==> src/sv/sbpt_pkg.sv <==
// shared constants, codes and control structs for the serial byte packetizer
// no dependencies; imported by every module of the block but sbpt_ram

package sbpt_pkg;

  localparam int MSG_BYTES = 32;
  localparam int ADDR_W = (MSG_BYTES > 1) ? $clog2(MSG_BYTES) : 1;
  localparam int FILL_W = $clog2(MSG_BYTES + 1);
  localparam int BYTE_W = 8;
  localparam int LEN_W = 7;
  localparam int TICK_W = 17;
  localparam int TIMEOUT_W = 16;
  localparam int CFG_DW = 32;
  localparam int CFG_AW = 3;

  localparam logic [TICK_W-1:0] TICK_MAX = {TICK_W{1'b1}};
  localparam logic [TIMEOUT_W-1:0] TIMEOUT_RST = 16'd31;
  localparam logic [BYTE_W-1:0] END_BYTE_RST = 8'h0D;

  // item kinds on the input tuser
  localparam logic CMD_BYTE = 1'b0;
  localparam logic CMD_TICK = 1'b1;

  // register index, taken from paddr[2]
  localparam logic REG_TIMEOUT = 1'b0;
  localparam logic REG_END_BYTE = 1'b1;

  // controller to datapath
  typedef struct packed {
    logic accept;   // input beat taken this cycle
    logic rd_en;    // read the next stored byte
    logic advance;  // output beat taken this cycle
  } sbpt_cmd_t;

  // datapath to controller
  typedef struct packed {
    logic flush_go; // current input beat starts a non-empty flush
    logic last;     // byte on the output is the final one
  } sbpt_stat_t;

endpackage

==> src/sv/sbpt_ram.sv <==
// generic single write port, single read port ram with registered read
// no dependencies

module sbpt_ram #(
  parameter int WIDTH = 8,
  parameter int DEPTH = 32,
  localparam int AW = (DEPTH > 1) ? $clog2(DEPTH) : 1
) (
  input  logic             clk,
  input  logic             we,
  input  logic [AW-1:0]    waddr,
  input  logic [WIDTH-1:0] wdata,
  input  logic             re,
  input  logic [AW-1:0]    raddr,
  output logic [WIDTH-1:0] rdata
);

  logic [WIDTH-1:0] mem [DEPTH];

  always_ff @(posedge clk) begin
    if (we) begin
      mem[waddr] <= wdata;
    end
    if (re) begin
      rdata <= mem[raddr];
    end
  end

endmodule

==> src/sv/sbpt_ctrl.sv <==
// controller state machine: takes input beats and sequences the flush drain
// depends on sbpt_pkg

module sbpt_ctrl
  import sbpt_pkg::*;
(
  input  logic       clk,
  input  logic       rst,
  input  logic       s_tvalid,
  output logic       s_tready,
  output logic       m_tvalid,
  input  logic       m_tready,
  input  sbpt_stat_t stat,
  output sbpt_cmd_t  cmd
);

  typedef enum logic [1:0] {
    ST_IDLE,
    ST_READ,
    ST_SEND
  } state_t;

  state_t state;

  always_ff @(posedge clk) begin
    if (rst) begin
      state <= ST_IDLE;
    end else begin
      case (state)
        ST_IDLE: begin
          if (s_tvalid && stat.flush_go) begin
            state <= ST_READ;
          end
        end
        ST_READ: begin
          state <= ST_SEND;
        end
        ST_SEND: begin
          if (m_tready) begin
            state <= stat.last ? ST_IDLE : ST_READ;
          end
        end
        default: begin
          state <= ST_IDLE;
        end
      endcase
    end
  end

  assign s_tready = (state == ST_IDLE);
  assign m_tvalid = (state == ST_SEND);

  always_comb begin
    cmd.accept = s_tvalid && s_tready;
    cmd.rd_en = (state == ST_READ);
    cmd.advance = m_tvalid && m_tready;
  end

endmodule

==> src/sv/sbpt_dp.sv <==
// datapath: byte store, fill and tick counters, flush decision, read pointer
// depends on sbpt_pkg and sbpt_ram

module sbpt_dp
  import sbpt_pkg::*;
(
  input  logic                 clk,
  input  logic                 rst,
  input  sbpt_cmd_t            cmd,
  output sbpt_stat_t           stat,
  input  logic                 command,
  input  logic [BYTE_W-1:0]    rx_byte,
  input  logic [TIMEOUT_W-1:0] timeout_ticks,
  input  logic [BYTE_W-1:0]    end_byte,
  output logic [BYTE_W-1:0]    msg_byte,
  output logic [LEN_W-1:0]     msg_length
);

  logic [FILL_W-1:0] fill_count;
  logic [TICK_W-1:0] tick_count;
  logic [FILL_W-1:0] msg_len;
  logic [FILL_W-1:0] rd_cnt;

  logic              is_byte;
  logic              store_ok;
  logic [FILL_W-1:0] fill_after;
  logic [TICK_W-1:0] tick_after;
  logic              request;
  logic              flush;
  logic              go;
  logic [FILL_W:0]   rd_cnt_inc;

  always_comb begin
    is_byte = (command == CMD_BYTE);
    store_ok = (fill_count < FILL_W'(MSG_BYTES));
    fill_after = fill_count;
    tick_after = tick_count;
    request = 1'b0;
    if (is_byte) begin
      if (store_ok) begin
        fill_after = fill_count + FILL_W'(1);
      end
      request = (fill_after >= FILL_W'(MSG_BYTES)) || (rx_byte == end_byte);
    end else if (tick_count != TICK_MAX) begin
      tick_after = tick_count + TICK_W'(1);
    end
    flush = request || (tick_after > TICK_W'(timeout_ticks));
    go = flush && (fill_after != '0);
  end

  always_ff @(posedge clk) begin
    if (rst) begin
      fill_count <= '0;
      tick_count <= '0;
      msg_len <= '0;
      rd_cnt <= '0;
    end else begin
      if (cmd.accept) begin
        fill_count <= go ? '0 : fill_after;
        tick_count <= flush ? '0 : tick_after;
        if (go) begin
          msg_len <= fill_after;
          rd_cnt <= '0;
        end
      end
      if (cmd.advance) begin
        rd_cnt <= rd_cnt + FILL_W'(1);
      end
    end
  end

  sbpt_ram #(
    .WIDTH (BYTE_W),
    .DEPTH (MSG_BYTES)
  ) u_store (
    .clk   (clk),
    .we    (cmd.accept && is_byte && store_ok),
    .waddr (fill_count[ADDR_W-1:0]),
    .wdata (rx_byte),
    .re    (cmd.rd_en),
    .raddr (rd_cnt[ADDR_W-1:0]),
    .rdata (msg_byte)
  );

  assign rd_cnt_inc = {1'b0, rd_cnt} + (FILL_W+1)'(1);

  always_comb begin
    stat.flush_go = go;
    stat.last = (rd_cnt_inc == {1'b0, msg_len});
  end

  assign msg_length = LEN_W'(msg_len);

endmodule

==> src/sv/serial_byte_packetizer_timeout.sv <==
// top level of the serial byte packetizer: stream ports, register block
// depends on sbpt_pkg, sbpt_ctrl, sbpt_dp (and sbpt_ram through sbpt_dp)

// Collects received serial bytes into a 32-byte message store and sends them
// out as one message. An input beat is either a byte (tuser 0) or a timer tick
// (tuser 1). A message is flushed when the end byte arrives, when the store
// is full, or when the tick count exceeds timeout_ticks while bytes are
// pending; a flush clears the tick count, and a timeout with nothing stored
// only clears the tick count. Each message goes out one byte per beat, in
// arrival order, with tlast on the final byte and the message length beside
// every byte. An input beat that starts no flush leaves the input open; one
// that starts a flush keeps the input closed until the final byte is taken,
// output stalls included, and every byte is fetched from the store through
// its registered read port before it is shown. Registers: timeout_ticks at 0x0
// (reset 31), end_byte at 0x4 (reset 0x0D); write them only while idle.

module serial_byte_packetizer_timeout
  import sbpt_pkg::*;
(
  input  logic              clk,
  input  logic              rst,
  // input stream
  input  logic              s_tvalid,
  output logic              s_tready,
  input  logic [7:0]        s_tdata,   // [7:0] rx_byte
  input  logic              s_tuser,   // [0] command
  // output stream
  output logic              m_tvalid,
  input  logic              m_tready,
  output logic [15:0]       m_tdata,   // [7:0] msg_byte, [14:8] msg_length, [15] zero
  output logic              m_tlast,   // msg_last
  // register port
  input  logic              psel,
  input  logic              penable,
  input  logic              pwrite,
  input  logic [CFG_AW-1:0] paddr,
  input  logic [CFG_DW-1:0] pwdata,
  output logic [CFG_DW-1:0] prdata,
  output logic              pready
);

  logic [TIMEOUT_W-1:0] timeout_ticks;
  logic [BYTE_W-1:0]    end_byte;
  logic                 reg_wr;
  logic                 reg_sel;

  sbpt_cmd_t         cmd;
  sbpt_stat_t        stat;
  logic [BYTE_W-1:0] msg_byte;
  logic [LEN_W-1:0]  msg_length;

  // register block, zero wait states; address bit 2 picks the register
  assign pready = 1'b1;
  assign reg_wr = psel && penable && pwrite && pready;
  assign reg_sel = paddr[2];

  always_ff @(posedge clk) begin
    if (rst) begin
      timeout_ticks <= TIMEOUT_RST;
      end_byte <= END_BYTE_RST;
    end else if (reg_wr) begin
      case (reg_sel)
        REG_TIMEOUT: timeout_ticks <= pwdata[TIMEOUT_W-1:0];
        REG_END_BYTE: end_byte <= pwdata[BYTE_W-1:0];
        default: begin
        end
      endcase
    end
  end

  always_comb begin
    case (reg_sel)
      REG_TIMEOUT: prdata = CFG_DW'(timeout_ticks);
      REG_END_BYTE: prdata = CFG_DW'(end_byte);
      default: prdata = '0;
    endcase
  end

  // controller: accepts beats, walks the store during a flush
  sbpt_ctrl u_ctrl (
    .clk      (clk),
    .rst      (rst),
    .s_tvalid (s_tvalid),
    .s_tready (s_tready),
    .m_tvalid (m_tvalid),
    .m_tready (m_tready),
    .stat     (stat),
    .cmd      (cmd)
  );

  // datapath: counters, flush decision and byte store
  sbpt_dp u_dp (
    .clk           (clk),
    .rst           (rst),
    .cmd           (cmd),
    .stat          (stat),
    .command       (s_tuser),
    .rx_byte       (s_tdata),
    .timeout_ticks (timeout_ticks),
    .end_byte      (end_byte),
    .msg_byte      (msg_byte),
    .msg_length    (msg_length)
  );

  // output beat packing
  assign m_tdata = {1'b0, msg_length, msg_byte};
  assign m_tlast = stat.last;

endmodule

==> config.mk <==
export PLATFORM = sky130hd
export DESIGN_NAME = serial_byte_packetizer_timeout
export DESIGN_NICKNAME = d
export VERILOG_FILES = /design/src/sv/sbpt_pkg.sv /design/src/sv/sbpt_ram.sv /design/src/sv/sbpt_ctrl.sv /design/src/sv/sbpt_dp.sv /design/src/sv/serial_byte_packetizer_timeout.sv
export SDC_FILE = /design/constraint.sdc
export NUM_CORES = 1
export LEC_CHECK = 0
export BUFFER_PORTS_ARGS = -buffer_cell sky130_fd_sc_hd__buf_4
export CORE_UTILIZATION = 23
export DETAILED_ROUTE_END_ITERATION = 8
export PLACE_DENSITY = 0.48
export SLEW_MARGIN = 20
export SYNTH_ARGS = -nofsm -noshare
export SYNTH_HDL_FRONTEND = slang
export SYNTH_HIERARCHICAL = 1
export SYNTH_SLANG_ARGS = --single-unit
export TNS_END_PERCENT = 20
==> constraint.sdc <==
create_clock -name clk -period 6 [get_ports clk]
set_input_delay 0.6 -clock clk [delete_from_list [all_inputs] [get_ports clk]]
set_output_delay 0.6 -clock clk [all_outputs]
set_load 0.01 [all_outputs]
==> results.py, run 1 <==
metrics = {
    "grt": {
        "grt_pass1_vias": 8131,
        "grt.overflow.total": 0,
        "antenna_found_initial": 0,
        "track_usage_pct": 10.7,
        "grt_pass1_wl_um": 50900,
        "grt_max_degree": 85,
    },
    "synth": {
        "ys_types": 56,
        "syn_avg_cell_area_um2": 15.5,
        "ys_warn_count": 6,
        "synth_commonest_cells": "264 x edfxtp_1, 80 x mux4_2, 62 x nor2_1",
        "synth.top_cell.area_share_pct": 55.6,
        "synth-edff-count": 264,
        "yosysMostFrequentCell": "edfxtp_1",
        "netlist_area_um2": 14200,
        "seq_area_frac_synth_pct": 64.2,
        "synthArstFlopShare_pct": 0,
        "ys_seq_elements": 325,
        "ys_top_cells_by_area": "edfxtp_1 56%, mux4_2 13%, dfxtp_1 8.6%",
        "syn_inst": 919,
        "yosys_most_used_dff": "edfxtp_1",
        "yosysTopAreaCell": "edfxtp_1",
    },
    "timing": {
        "fin_worst_hold_slack_ns": 0.336,
        "worst_pin_slew_ns": 1.05,
        "hold_viol": 0,
        "slew-limit-headroom_pct": 29.8,
        "finalClockSkew_ns": 0.0275,
        "setup_tns_ns": 0,
        "setup_viol": 0,
        "fmax_mhz": 231,
        "min_period_over_period_pct": 72.3,
        "rsz0062_at_grt": "no",
        "drv_slew": 0,
        "period_minus_slack_ns": 4.34,
    },
    "clocking": {
        "cts-buffers-inserted": 36,
        "clock_sinks": 325,
        "cts_hold_buffers": 0,
        "cts_tree": "yes",
        "post_cts_resized": 0,
        "cts.path.max_buffers": 3,
        "path_clk_slew_ns": 0.06,
        "h-tree-depth": 2,
        "ctsRootBufferMaster": "clkbuf_16",
        "cts_setup_buffers": 0,
        "clkLatencyLatePin_ns": 0.55,
    },
    "cells_and_area": {
        "area_growth_syn_to_layout_pct": 16.9,
        "nNetsFinal": 1050,
        "fin_util_pct": 27.4,
        "diodes": 0,
        "fin_area_um2": 16700,
        "n_fill_cell": 6161,
        "layout-drive-gt1-share_pct": 23.1,
    },
    "job": {
        "maxCapViolCount": 0,
    },
    "floorplan": {
        "rows": 90,
        "start_util_pct": 23.4,
        "die-area_um2": 63000,
        "coreArea_um2": 60800,
        "die_w_um": 251,
        "die_h_um": 251,
        "ios": 103,
    },
    "outcome": {
        "outcome": "finished clean",
    },
    "detailed_routing": {
        "wire_per_inst_um": 18.7,
        "ant_nets": 0,
        "detail_route.iter0.violations": 500,
        "drc": 0,
        "vias": 7878,
        "viasPerCell": 4.40,
        "totalWireLength_um": 33400,
        "drt-pass1-iter-count": 6,
    },
    "pwr": {
        "vdd_drop_max_uv": 159,
        "p_total_uw": 4940,
        "p_leak_uw": 0.00536,
        "power.density_nw_per_um2": 296,
    },
    "setup_path": {
        "critical_path_class": "reg2reg",
        "critPathCaptureType": "flip-flop",
        "cp_data_required_time_ns": 6.45,
        "start_kind": "flip-flop",
        "cp_max_fo": 10,
        "crit_arrival_ns": 4.78,
    },
    "hold_path": {
        "holdCritPathClass": "in2reg",
    },
    "place": {
        "port_buffers": 65,
        "placed_area_um2": 15400,
        "globalplace.congestion": 0.734,
        "hpwl_um": 21200,
    },
}
-- area by class of cell --
class / count / area [um^2] / share of cell area, %
Inverter: 29 / 109 / 0.654
Clock buffer: 46 / 948 / 5.69
Sequential cell: 325 / 9160 / 55.0
Multi-Input combinational cell: 518 / 4660 / 28.0
Timing Repair Buffer: 70 / 526 / 3.16
Tap cell: 782 / 978 / 5.87
Clock inverter: 19 / 274 / 1.65
-- cells by family after synthesis --
family          share of synthesized area [%]
flops                                    64.2
fa+ha+maj                                1.67
simple gates                             9.02
mux                                      15.7
buf+inv                                  3.49
other cells                            0.0790
compound gates                           3.52
xor+xnor                                 2.27
-- layer usage --
metal  GRT usage [%]  routed length (um)
met1            15.2               16100
met2            16.6               15000
met3            1.88                1700
met4            2.86                 570
met5               0                   0
-- report_power, final --
part	internal (uW)	switching, uW
combinational	66.5	112
clock	1390	906
sequential	2450	14.1
total	3900	1030
-- per-stage QoR --
stage | std cells | setup WS, ns
CTS | 1789 | 1.62
global route | 1789 | 1.19
floorplan | 935 | 2.49
finish | 1789 | 1.66
global placement | 1724 | 1.76
detailed placement | 1724 | 1.69
-- cell usage in the layout (no fill, tap or decap), types with 6 or more instances in the layout --
cell,Yosys,routed
bufinv_16,0,6
nand3_1,28,28
inv_1,28,28
mux2_2,17,17
nand2b_1,30,30
mux2i_1,25,25
nand2_1,34,34
clkbuf_16,0,36
clkinv_1,0,6
buf_4,27,70
xor2_1,23,23
o21ai_0,26,26
xnor2_1,14,14
nor2b_1,13,13
and3_1,13,13
a211oi_1,8,8
mux4_2,80,80
nor2_1,62,62
edfxtp_1,264,264
ha_1,19,19
nor3_1,10,10
nor4_1,11,11
nand3b_1,8,8
conb_1,3,19
dfxtp_1,61,58
a21oi_1,23,23
clkbuf_1,20,9
-- flip-flops by register name (all words and copies together) (netlist names) --
| signal | cells |
|---|---|
| end_byte | 8 |
| timeout_ticks | 16 |
| u_ctrl/state | 2 |
| u_dp/fill_count | 6 |
| u_dp/msg_len | 6 |
| u_dp/rd_cnt | 6 |
| u_dp/tick_count | 17 |
| u_dp/u_store/mem | 256 |
| u_dp/u_store/rdata | 8 |
-- critical path, cell delays in order, from the launching register on --
cell,delay (ns)
dfxtp_1,0.49
ha_1,0.25
and3_1,0.19
nand4_1,0.21
o21ai_2,0.44
nor2_1,0.11
xor2_1,0.23
ha_1,0.29
a21o_1,0.16
a21oi_1,0.18
nor4bb_1,0.32
o22ai_1,0.22
a21oi_2,0.34
inv_2,0.14
or4_1,0.49
a31oi_1,0.17
-- final timing paths --
path | start | cells past startpoint | slack, ns | end
worst max register to register | u_dp/tick_count[0] | 15 | 1.66 | u_dp/fill_count[2]
worst min register to register | timeout_ticks[8] | 2 | 0.49 | timeout_ticks[8]
worst max-delay path | u_dp/tick_count[0] | 15 | 1.66 | u_dp/fill_count[2]
worst min-delay path | pwdata[13] | 3 | 0.34 | timeout_ticks[13]
No activity file was read; power rests on OpenSTA's default activity.
==> run 2, diff against run 1 <==
==> constraint.sdc (replaced) <==
create_clock -name clk -period 4.2 [get_ports clk]
set_input_delay 0.42 -clock clk [delete_from_list [all_inputs] [get_ports clk]]
set_output_delay 0.42 -clock clk [all_outputs]
set_load 0.01 [all_outputs]
==> results.py, run 2 (synthesized netlist as in run 1, its figures left out) <==
metrics = {
    "outcome": {
        "outcome": "finished clean",
    },
    "timing": {
        "drv_slew": 0,
        "worst_pin_slew_ns": 1.08,
        "setup_ws_ns": 0.344,
        "fmax_mhz": 259,
        "rsz0062_at_grt": "no",
        "slew-limit-headroom_pct": 27.9,
        "min_period_over_period_pct": 91.8,
        "finalClockSkew_ns": 0.0300,
        "fin_worst_hold_slack_ns": 0.171,
        "setup_tns_ns": 0,
        "period_minus_slack_ns": 3.86,
        "hold_viol": 0,
        "setup_viol": 0,
    },
    "setup_path": {
        "reg2reg_depth": 16,
        "reg2reg_to": "u_dp/fill_count[2]",
        "reg2reg_slack_ns": 0.34,
        "cp_data_required_time_ns": 4.63,
        "cp-endpoint": "u_dp/fill_count[2]",
        "r2r-start": "u_dp/tick_count[1]",
        "critPathCaptureType": "flip-flop",
        "cp_max_fo": 6,
        "crit_arrival_ns": 4.28,
        "start_kind": "flip-flop",
        "critical_path_class": "reg2reg",
        "critical_path.startpoint": "u_dp/tick_count[1]",
    },
    "place": {
        "placed_area_um2": 15600,
        "hpwl_um": 21700,
        "globalplace.congestion": 0.720,
        "pre_cts_ws_ns": 0.251,
        "port_buffers": 65,
    },
    "floorplan": {
        "die_h_um": 251,
        "coreArea_um2": 60800,
        "die_w_um": 251,
        "start_util_pct": 23.4,
        "rows": 90,
        "ios": 103,
        "die-area_um2": 63000,
    },
    "grt": {
        "track_usage_pct": 10.7,
        "grt_max_degree": 85,
        "grtUsageMet2_pct": 16.0,
        "antenna_found_initial": 0,
        "grt.overflow.total": 0,
        "grt_pass1_vias": 8073,
        "grt_pass1_wl_um": 50800,
        "met3_usage_pct": 2.34,
        "met1_usage_pct": 15.5,
        "grt_busiest_layer": "met2",
    },
    "cells_and_area": {
        "diodes": 0,
        "top_register": "u_dp/u_store/mem",
        "layout-drive-gt1-share_pct": 24.8,
        "multi_input_comb_area_um2": 4680,
        "regArea_um2": 9150,
        "n_fill_cell": 6188,
        "reg.largest.list": "u_dp/u_store/mem: 256 flops, u_dp/tick_count: 17 flops, timeout_ticks: 16 flops",
        "area_growth_syn_to_layout_pct": 17.3,
        "final_cell_mix": "264 x edfxtp_1, 92 x buf_4, 80 x mux4_2",
        "largest_reg_flops": 256,
        "nNetsFinal": 1074,
        "fin_area_um2": 16700,
        "final_common_cell": "edfxtp_1",
        "fin_util_pct": 27.5,
    },
    "hold_path": {
        "holdCritPathClass": "in2reg",
    },
    "clocking": {
        "cts-buffers-inserted": 36,
        "clkLatencyLatePin_ns": 0.53,
        "cts_hold_buffers": 0,
        "cts.path.max_buffers": 3,
        "cts_tree": "yes",
        "ctsRootBufferMaster": "clkbuf_16",
        "h-tree-depth": 2,
        "path_clk_slew_ns": 0.06,
        "clock_sinks": 325,
    },
    "detailed_routing": {
        "totalWireLength_um": 33700,
        "drt-pass1-iter-count": 6,
        "viasPerCell": 4.42,
        "detail_route.iter0.violations": 444,
        "vias": 7999,
        "drc": 0,
        "wire_per_inst_um": 18.6,
        "ant_nets": 0,
    },
    "pwr": {
        "p_leak_uw": 0.00543,
        "vdd_drop_max_uv": 238,
        "power.density_nw_per_um2": 398,
    },
    "job": {
        "maxCapViolCount": 0,
    },
}
==> run 2: how the worst min path moves through the flow <==
stage	startpoint	end	slack (ns)	cells after the start
final	pwdata[11]	timeout_ticks[11]	0.17	3
after global routing	pwdata[4]	timeout_ticks[4]	0.15	3
after CTS	pwdata[11]	timeout_ticks[11]	0.14	3
after detailed placement	timeout_ticks[6]	timeout_ticks[6]	0.48	2
after global placement	timeout_ticks[8]	timeout_ticks[8]	0.47	2
after floorplan	u_ctrl/state[0]	u_ctrl/state[0]	0.45	1
==> run 2: final cells by class <==
cell class | instances | area share (%)
clock inverters | 15 | 0.547
inverters | 29 | 0.651
repair buffers | 94 | 4.37
multi-input cells | 518 | 28.0
clock buffers | 48 | 5.75
flip-flops and latches | 325 | 54.8
well taps | 782 | 5.86
==> run 2: layer usage <==
layer	share of wire [%]	vias to the layer above
met5	0	-
li1	-	3678
met3	5.7	50
met1	48	4086
met4	1.8	0
met2	45	185
==> run 2: timing repair <==
item	in CTS	in global routing
resized for setup	0	3
endpoints found under the setup margin	0	8
buffers inserted	0	5
==> run 2: critical path: stages, from the launching register on <==
cell and delay (ns):
dfxtp_1 0.42, ha_1 0.23, and3_1 0.19, nand4_1 0.17, buf_4 0.21, o211ai_1 0.18, buf_4 0.16, nor2_1 0.05
xor2_1 0.19, ha_1 0.28, a21oi_1 0.16, nor4bb_1 0.38, o22ai_2 0.22, a21oi_4 0.26, inv_2 0.05, or4_1 0.46
a31oi_1 0.16
==> run 2: power breakdown <==
part,internal [uW],leakage (uW),switching [uW],total (uW)
Clock,1610,0.000521,1250,2860
Sequential,3500,0.00287,15.6,3510
Combinational,105,0.00203,169,274
Total,5220,0.00543,1430,6650
==> run 2: through the flow <==
stage / cells / power (uW)
floorplan: 935 / 3730
global placement: 1743 / 3850
detailed placement: 1743 / 3860
CTS: 1806 / 6750
global route: 1811 / 6890
finish: 1811 / 6650
